<file path="config.mk">
export PLATFORM = sky130hd
export DESIGN_NAME = crc32_key_hash
export DESIGN_NICKNAME = d
export VERILOG_FILES = /design/src/hdl/crc32kh_pkg.sv /design/src/hdl/crc32kh_ctrl.sv /design/src/hdl/crc32kh_dp.sv /design/src/hdl/crc32_key_hash.sv
export VERILOG_INCLUDE_DIRS = /design/src /design/src/hdl
export SDC_FILE = /design/constraint.sdc
export NUM_CORES = 1
export LEC_CHECK = 0
export BUFFER_PORTS_ARGS = -buffer_cell sky130_fd_sc_hd__buf_2
export CAP_MARGIN = 5
export CELL_PAD_IN_SITES_DETAIL_PLACEMENT = 0
export CELL_PAD_IN_SITES_GLOBAL_PLACEMENT = 1
export CORE_ASPECT_RATIO = 1.1
export CORE_MARGIN = 2
export CORE_UTILIZATION = 46
export CTS_CLUSTER_DIAMETER = 30
export DETAILED_ROUTE_END_ITERATION = 12
export PLACE_DENSITY_LB_ADDON = 0.1
export SETUP_SLACK_MARGIN = 0.3
export SYNTH_ARGS = -nofsm -noshare
export SYNTH_HDL_FRONTEND = slang
export SYNTH_SLANG_ARGS = --single-unit
</file>
<file path="constraint.sdc">
create_clock -name clock -period 4.75 [get_ports clock]
set_input_delay 0.475 -clock clock [delete_from_list [all_inputs] [get_ports clock]]
set_output_delay 0.475 -clock clock [all_outputs]
set_load 0.01 [all_outputs]
</file>
<file path="src/hdl/crc32_key_hash_defines.svh">
// Assertion macros for the top-level file, which checks its own logic.
`ifndef CRC32_KEY_HASH_DEFINES_SVH
`define CRC32_KEY_HASH_DEFINES_SVH

// Same-cycle implication, clocked on clock, off during reset
`define CHK_NOW(label, ante, cons, msg) \
   label: assert property (@(posedge clock) disable iff (reset) (ante) |-> (cons)) \
      else $error(msg);

// Next-cycle implication, clocked on clock, off during reset
`define CHK_NEXT(label, ante, cons, msg) \
   label: assert property (@(posedge clock) disable iff (reset) (ante) |=> (cons)) \
      else $error(msg);

`endif

</file>
<file path="src/hdl/crc32kh_pkg.sv">
package crc32kh_pkg;

   localparam logic [31:0] CRC_POLY   = 32'hEDB8_8320;
   localparam logic [31:0] CRC_INIT   = 32'hFFFF_FFFF;
   localparam logic [7:0]  CASE_DELTA = 8'h20;
   localparam logic [1:0]  POS_LAST   = 2'd3;

   // Register indexes on the csr port
   localparam logic REG_MODE        = 1'b0;
   localparam logic REG_START_VALUE = 1'b1;

   typedef enum logic [1:0] {
      ST_RUN = 2'b01,
      ST_PAD = 2'b10
   } state_type;

   // Controller to datapath
   typedef struct packed {
      logic step;      // fold one accepted item into the CRC
      logic pad;       // fold one padding byte into the CRC
      logic load_out;  // capture the finished CRC for the result side
   } cmd_type;

   // Datapath to controller
   typedef struct packed {
      logic pad_needed;  // key mode and the message length is not a multiple of 4
      logic pad_last;    // current padding byte closes the group
   } sts_type;

   // One byte of reflected CRC-32, bit by bit
   function automatic logic [31:0] crc_byte(input logic [31:0] w, input logic [7:0] b);
      logic [31:0] r;
      r = w ^ {24'd0, b};
      for (int k = 0; k < 8; k++) begin
         r = r[0] ? ((r >> 1) ^ CRC_POLY) : (r >> 1);
      end
      return r;
   endfunction

endpackage

</file>
<file path="src/hdl/crc32kh_ctrl.sv">
module crc32kh_ctrl
   import crc32kh_pkg::*;
(
   input  logic    clock,
   input  logic    reset,
   input  logic    req_tvalid,
   input  logic    req_tlast,
   output logic    req_tready,
   output logic    rsp_tvalid,
   input  logic    rsp_tready,
   input  sts_type sts,
   output cmd_type cmd
);

   state_type state_ff, state_in;
   logic      out_valid_ff, out_valid_in;
   logic      out_blocked;
   logic      take_in;

   // Output register is blocked when it holds an item nobody takes this cycle
   assign out_blocked = out_valid_ff && !rsp_tready;
   assign req_tready  = (state_ff == ST_RUN) && !out_blocked;
   assign take_in     = req_tvalid && req_tready;
   assign rsp_tvalid  = out_valid_ff;

   // Issue datapath commands
   always_comb begin
      cmd.step     = take_in;
      cmd.pad      = (state_ff == ST_PAD);
      cmd.load_out = 1'b0;
      state_in     = state_ff;
      case (state_ff)
         ST_RUN: begin
            if (take_in && req_tlast) begin
               if (sts.pad_needed) begin
                  state_in = ST_PAD;
               end else begin
                  cmd.load_out = 1'b1;
               end
            end
         end
         ST_PAD: begin
            if (sts.pad_last) begin
               cmd.load_out = 1'b1;
               state_in     = ST_RUN;
            end
         end
         default: begin
            state_in = ST_RUN;
         end
      endcase
   end

   // Hold the result until taken
   always_comb begin
      if (cmd.load_out) begin
         out_valid_in = 1'b1;
      end else if (rsp_tready) begin
         out_valid_in = 1'b0;
      end else begin
         out_valid_in = out_valid_ff;
      end
   end

   always_ff @(posedge clock) begin
      if (reset) begin
         state_ff     <= ST_RUN;
         out_valid_ff <= 1'b0;
      end else begin
         state_ff     <= state_in;
         out_valid_ff <= out_valid_in;
      end
   end

endmodule

</file>
<file path="src/hdl/crc32kh_dp.sv">
module crc32kh_dp
   import crc32kh_pkg::*;
(
   input  logic        clock,
   input  logic        reset,
   input  logic [7:0]  data_byte,
   input  logic        last_byte,
   input  logic        cfg_mode,
   input  logic [31:0] cfg_start_value,
   input  cmd_type     cmd,
   output sts_type     sts,
   output logic [31:0] crc
);

   logic        busy_ff, busy_in;
   logic        key_ff, key_in;
   logic [31:0] crc_ff, crc_in;
   logic [1:0]  pos_ff, pos_in;
   logic [7:0]  first_ff, first_in;
   logic        pad_first_ff, pad_first_in;
   logic [31:0] out_ff, out_in;

   logic        start;
   logic        key_cur;
   logic [31:0] base_crc;
   logic [1:0]  pos_cur;
   logic [1:0]  pos_next;
   logic [7:0]  folded;
   logic [7:0]  first_cur;
   logic [31:0] crc_step;
   logic [7:0]  pad_byte;
   logic [31:0] crc_pad;

   // Latch mode and seed at the first byte of a message
   assign start    = !busy_ff;
   assign key_cur  = start ? cfg_mode : key_ff;
   assign base_crc = start ? (cfg_mode ? CRC_INIT : ~cfg_start_value) : crc_ff;
   assign pos_cur  = start ? 2'd0 : pos_ff;
   assign pos_next = pos_cur + 2'd1;

   // Fold lower-case letters in key mode
   always_comb begin
      if (key_cur && (data_byte inside {[8'h61:8'h7A]})) begin
         folded = data_byte - CASE_DELTA;
      end else begin
         folded = data_byte;
      end
   end

   assign first_cur = (pos_cur == 2'd0) ? folded : first_ff;
   assign crc_step  = crc_byte(base_crc, folded);

   // Padding: length remainder first, then copies of the group's first byte
   assign pad_byte = pad_first_ff ? {6'd0, pos_ff} : first_ff;
   assign crc_pad  = crc_byte(crc_ff, pad_byte);

   assign sts.pad_needed = key_cur && (pos_next != 2'd0);
   assign sts.pad_last   = (pos_ff == POS_LAST);

   // Advance the working state
   always_comb begin
      busy_in      = busy_ff;
      key_in       = key_ff;
      crc_in       = crc_ff;
      pos_in       = pos_ff;
      first_in     = first_ff;
      pad_first_in = pad_first_ff;
      out_in       = out_ff;
      if (cmd.step) begin
         busy_in      = !last_byte;
         key_in       = key_cur;
         crc_in       = crc_step;
         pos_in       = pos_next;
         first_in     = first_cur;
         pad_first_in = 1'b1;
      end else if (cmd.pad) begin
         crc_in       = crc_pad;
         pos_in       = pos_ff + 2'd1;
         pad_first_in = 1'b0;
      end
      if (cmd.load_out) begin
         out_in = cmd.pad ? ~crc_pad : ~crc_step;
      end
   end

   always_ff @(posedge clock) begin
      if (reset) begin
         busy_ff <= 1'b0;
         key_ff  <= 1'b1;
      end else begin
         busy_ff <= busy_in;
         key_ff  <= key_in;
      end
   end

   always_ff @(posedge clock) begin
      crc_ff       <= crc_in;
      pos_ff       <= pos_in;
      first_ff     <= first_in;
      pad_first_ff <= pad_first_in;
      out_ff       <= out_in;
   end

   assign crc = out_ff;

endmodule

</file>
<file path="src/hdl/crc32_key_hash.sv">
// Reflected CRC-32 (polynomial 0xEDB88320) over a byte stream, with a key-hash mode.
// req_* carries one message byte per item in req_tdata; req_tlast marks the final
// byte. rsp_* carries one finished CRC per message, after the final byte.
// csr_*: register 0 is the mode (1 key hash, 0 plain), register 1 the plain-mode
// start value; both are sampled at the first byte of each message.
// Throughput: one byte per cycle while the message streams in and the result side
// is not stalled. In key mode a message whose length is not a multiple of 4 is
// padded to a multiple of 4 at its end; no item is accepted while the padding bytes are folded.
// The CRC appears on rsp_tvalid in the cycle after the final byte, or in the cycle
// after the last padding byte.
// The result sits in an output register. While it is held and rsp_tready is low,
// req_tready is low and no byte of any kind is accepted.
// Reset returns to the start of a message with key mode and a zero start value,
// and drops any result not yet taken.
`include "crc32_key_hash_defines.svh"

module crc32_key_hash
   import crc32kh_pkg::*;
(
   input  logic        clock,
   input  logic        reset,
   input  logic        req_tvalid,
   output logic        req_tready,
   input  logic [7:0]  req_tdata,   // [7:0] data_byte
   input  logic        req_tlast,   // last_byte
   output logic        rsp_tvalid,
   input  logic        rsp_tready,
   output logic [31:0] rsp_tdata,   // [31:0] crc
   input  logic        csr_wr_en,
   input  logic        csr_addr,
   input  logic [31:0] csr_wdata
);

   logic        mode_ff, mode_in;
   logic [31:0] start_value_ff, start_value_in;
   cmd_type     cmd;
   sts_type     sts;

   // Write configuration registers
   always_comb begin
      mode_in        = mode_ff;
      start_value_in = start_value_ff;
      if (csr_wr_en) begin
         case (csr_addr)
            REG_MODE:        mode_in        = csr_wdata[0];
            REG_START_VALUE: start_value_in = csr_wdata;
            default: begin
               mode_in = mode_ff;
            end
         endcase
      end
   end

   always_ff @(posedge clock) begin
      if (reset) begin
         mode_ff        <= 1'b1;
         start_value_ff <= 32'd0;
      end else begin
         mode_ff        <= mode_in;
         start_value_ff <= start_value_in;
      end
   end

   crc32kh_ctrl u_ctrl (
      .clock      (clock),
      .reset      (reset),
      .req_tvalid (req_tvalid),
      .req_tlast  (req_tlast),
      .req_tready (req_tready),
      .rsp_tvalid (rsp_tvalid),
      .rsp_tready (rsp_tready),
      .sts        (sts),
      .cmd        (cmd)
   );

   crc32kh_dp u_dp (
      .clock           (clock),
      .reset           (reset),
      .data_byte       (req_tdata),
      .last_byte       (req_tlast),
      .cfg_mode        (mode_ff),
      .cfg_start_value (start_value_ff),
      .cmd             (cmd),
      .sts             (sts),
      .crc             (rsp_tdata)
   );

   // Checks on the controller and datapath handoff
   `CHK_NOW(a_no_accept_in_pad, cmd.pad, !req_tready, "item accepted during padding")
   `CHK_NOW(a_load_when_free, cmd.load_out, !(rsp_tvalid && !rsp_tready), "result overwritten")
   `CHK_NEXT(a_load_shows, cmd.load_out, rsp_tvalid, "loaded result not presented")
   `CHK_NEXT(a_pad_ends, cmd.pad && sts.pad_last, !cmd.pad, "padding ran past group end")

endmodule

</file>
==> impl_metrics.sql <==
INSERT INTO impl_metrics (metric_group, metric, value, unit) VALUES
('setup_path', 'timing.critical_path.slowest_cell_delay', '0.82', 'ns'),
('grt', 'grt_max_degree', '41', ''),
('grt', 'grt_pass1_wl', '28400', 'um'),
('synthesis', 'ys.warnings.count', '0', ''),
('drt', 'drt-pass1-iter-count', '4', ''),
('drt', 'route.final.wire_length', '18000', 'um'),
('power_and_ir_drop', 'power_density', '951', 'mW/mm^2'),
('drt', 'first_iter_violations', '409', ''),
('power_and_ir_drop', 'intPower', '4.43', 'mW'),
('clocking', 'cts_hold_buf', '0', ''),
('finish', 'utilization', '0.553', ''),
('synthesis', 'synth_top_cell_area_share', '0.326', ''),
('clocking', 'postCtsSetupRepairBufs', '0', ''),
('floorplanning', 'ioPinCount', '81', ''),
('run_status', 'run_status', 'completed', ''),
('finish', 'area_delta_synth_final', '17.4', '%'),
('setup_path', 'criticalPathCategory', 'flop to flop', ''),
('grt', 'globalRouteTotalUtil', '0.239', ''),
('timing', 'final_hold_slack', '0.287', 'ns'),
('clocking', 'cts-root-to-sink-buffers', '2', ''),
('power_and_ir_drop', 'total_switching_power', '3.17', 'mW'),
('timing', 'tightest_slew', '1.03', 'ns'),
('timing', 'max_clock_freq', '297', 'MHz'),
('grt', 'use_met1', '0.331', ''),
('setup_path', 'critical_path_start_type', 'flop', ''),
('power_and_ir_drop', 'power.switching_fraction', '0.418', ''),
('floorplanning', 'chipWidth', '120', 'um'),
('floorplanning', 'die_area', '0.0158', 'mm^2'),
('synthesis', 'post_synth_top_flop', 'sky130_fd_sc_hd__edfxtp_1', ''),
('placement', 'post-dp-hpwl', '13200', 'um'),
('min_path', 'hold_start', 'csr_wdata[23]', ''),
('clocking', 'clock-sinks', '113', ''),
('floorplanning', 'area_of_the_core_region', '0.0144', 'mm^2'),
('placement', 'place_congestion', '0.911', ''),
('synthesis', 'synth.cell_area', '0.00681', 'mm^2'),
('drt', 'route.vias.total', '5021', ''),
('min_path', 'worstHoldEndpoint', 'start_value_ff[23]', ''),
('timing', 'finalHoldViolations', '0', ''),
('synthesis', 'nets_in_the_synthesized_netlist', '751', ''),
('drt', 'drt_drc_violations_left', '0', ''),
('finish', 'drive_above_1_share', '0.176', ''),
('grt', 'via_count_of_the_first_global_routing_pass', '4925', ''),
('setup_path', 'timing.critical_path.slowest_stage_cell', 'sky130_fd_sc_hd__dfxtp_2', ''),
('setup_path', 'cp.required', '4.92', 'ns'),
('drt', 'vias_per_cell', '5.15', ''),
('setup_path', 'arrival_time_at_the_worst_endpoint', '3.54', 'ns'),
('synthesis', 'synth_edf_count', '74', ''),
('timing', 'drv_slew', '0', ''),
('setup_path', 'crit-reg2reg-launch', 'u_dp.busy_ff', ''),
('grt', 'global_route.overflow_total', '0', ''),
('drt', 'antenna_violating_nets_post_route', '0', ''),
('finish', 'fin_nets', '823', ''),
('synthesis', 'synth-async-reset-ratio', '0', ''),
('synthesis', 'synthTopCellsByArea', 'sky130_fd_sc_hd__edfxtp_1, sky130_fd_sc_hd__xnor2_1, sky130_fd_sc_hd__dfxtp_1', ''),
('synthesis', 'post_synth_most_frequent_cells', 'sky130_fd_sc_hd__xnor2_1, sky130_fd_sc_hd__nand2_1, sky130_fd_sc_hd__a21oi_1', ''),
('power_and_ir_drop', 'vdd_drop_max', '0.370', 'mV'),
('timing', 'fin_tns_setup', '0', 'ns'),
('synthesis', 'ys_seq_elements', '113', ''),
('timing', 'fin_crit', '3.37', 'ns'),
('clocking', 'cts_repair_resize_count', '0', ''),
('grt', 'antenna_found_initial', '0', ''),
('power_and_ir_drop', 'combPwrFrac', '0.580', ''),
('floorplanning', 'dieHeight', '132', 'um'),
('setup_path', 'worstPathMaxFanout', '39', ''),
('timing', 'grt_setup_unrepaired', 'no', ''),
('synthesis', 'ys_seq_area_frac', '0.441', ''),
('floorplanning', 'initial_core_util', '0.471', ''),
('clocking', 'clk_pin_slew_worst_paths', '0.05', 'ns'),
('min_path', 'hold_path_depth', '3', ''),
('synthesis', 'post-synth-top-count-cell', 'sky130_fd_sc_hd__xnor2_1', ''),
('clocking', 'clk-insertion-delay-late', '0.42', 'ns');
layout make-up:
| cell class | instances | area (um^2) | share of cell area |
|---|---|---|---|
| clock buffer | 21 | 470 | 0.0589 |
| clock inverter | 11 | 136 | 0.0171 |
| inverter | 42 | 158 | 0.0197 |
| multi-input combinational | 505 | 3500 | 0.438 |
| sequential | 113 | 3000 | 0.376 |
| tap | 192 | 240 | 0.0301 |
| timing repair buffer | 91 | 483 | 0.0604 |
placed cells by master (no fill, tap or decap), types with 3 or more instances in the layout:
master and instances:
sky130_fd_sc_hd__nor3b_1 28, sky130_fd_sc_hd__clkbuf_8 3, sky130_fd_sc_hd__a21o_1 10, sky130_fd_sc_hd__xor2_2 3, sky130_fd_sc_hd__mux2_2 6, sky130_fd_sc_hd__ha_1 6, sky130_fd_sc_hd__nor2b_1 8, sky130_fd_sc_hd__dfxtp_1 38
sky130_fd_sc_hd__a21oi_1 85, sky130_fd_sc_hd__clkbuf_16 17, sky130_fd_sc_hd__buf_2 80, sky130_fd_sc_hd__edfxtp_1 74, sky130_fd_sc_hd__xor2_1 37, sky130_fd_sc_hd__nand2b_1 7, sky130_fd_sc_hd__inv_1 42, sky130_fd_sc_hd__bufinv_16 3
sky130_fd_sc_hd__nor2_1 35, sky130_fd_sc_hd__xnor2_1 108, sky130_fd_sc_hd__nand2_1 96, sky130_fd_sc_hd__o21a_1 7, sky130_fd_sc_hd__buf_4 11, sky130_fd_sc_hd__clkinv_2 3, sky130_fd_sc_hd__and2_1 3, sky130_fd_sc_hd__xnor3_1 8
sky130_fd_sc_hd__mux2i_1 12, sky130_fd_sc_hd__o21ai_0 29
logic make-up after synthesis:
| group | count (synthesis) | share of synthesized area |
|---|---|---|
| XOR/XNOR | 161 | 0.237 |
| AND/OR/NAND/NOR | 183 | 0.125 |
| adder cells (fa/ha/maj) | 6 | 0.0110 |
| multiplexers | 18 | 0.0276 |
| flip-flops | 113 | 0.441 |
| AO/OA/AOI/OAI | 137 | 0.113 |
| buffers and inverters | 80 | 0.0450 |
how the worst max path moves through the flow:
stage,from,endpoint,slack (ns)
4_1_cts,u_dp.busy_ff,u_dp.crc[19],1.41
3_5_place_dp,u_dp.busy_ff,u_dp.crc[19],1.42
2_1_floorplan,u_dp.busy_ff,u_dp.crc[0],1.44
6_report,u_dp.busy_ff,u_dp.crc[19],1.38
3_3_place_gp,u_dp.busy_ff,u_dp.crc[19],1.51
5_1_grt,u_dp.busy_ff,u_dp.crc[19],1.23
registers in the layout (all words and copies together), names as in the netlist:
signal	cells
u_dp.pos_ff	2
u_dp.key_ff	1
u_ctrl.rsp_tvalid	1
mode_ff	1
u_dp.pad_first_ff	1
u_dp.busy_ff	1
u_dp.crc_ff	32
u_dp.first_ff	8
u_dp.crc	32
start_value_ff	32
u_ctrl.state_ff	2
power by group through the flow:
stage                     clock [mW]  sequential (mW)  combinational, mW
after global placement             0             1.90               4.29
after floorplan                    0             1.78               3.42
after detailed placement           0             1.90               4.35
final                           1.30             1.89               4.40
after CTS                       1.32             1.89               4.38
after global routing            1.36             1.92               4.83
stage by stage:
step	instance area (um^2)	total power, mW	cells	setup WS, ns
floorplan	6810	5.20	698	1.44
global placement	7380	6.19	943	1.51
detailed placement	7380	6.25	943	1.42
CTS	7990	7.59	975	1.41
global route	7990	8.11	975	1.23
finish	7990	7.60	975	1.38
layer usage:
metal	wire length, um	share of wire
met1	8290	0.46
met5	0	0
met4	456	0.025
met3	951	0.053
met2	8320	0.46
critical path: cells and delay by family (launching register included):
family	cells	cell delay [ns]
flops	1	0.82
xor+xnor	3	1.10
mux	2	0.48
compound gates	2	0.71
No activity file was read; power rests on OpenSTA's default activity.
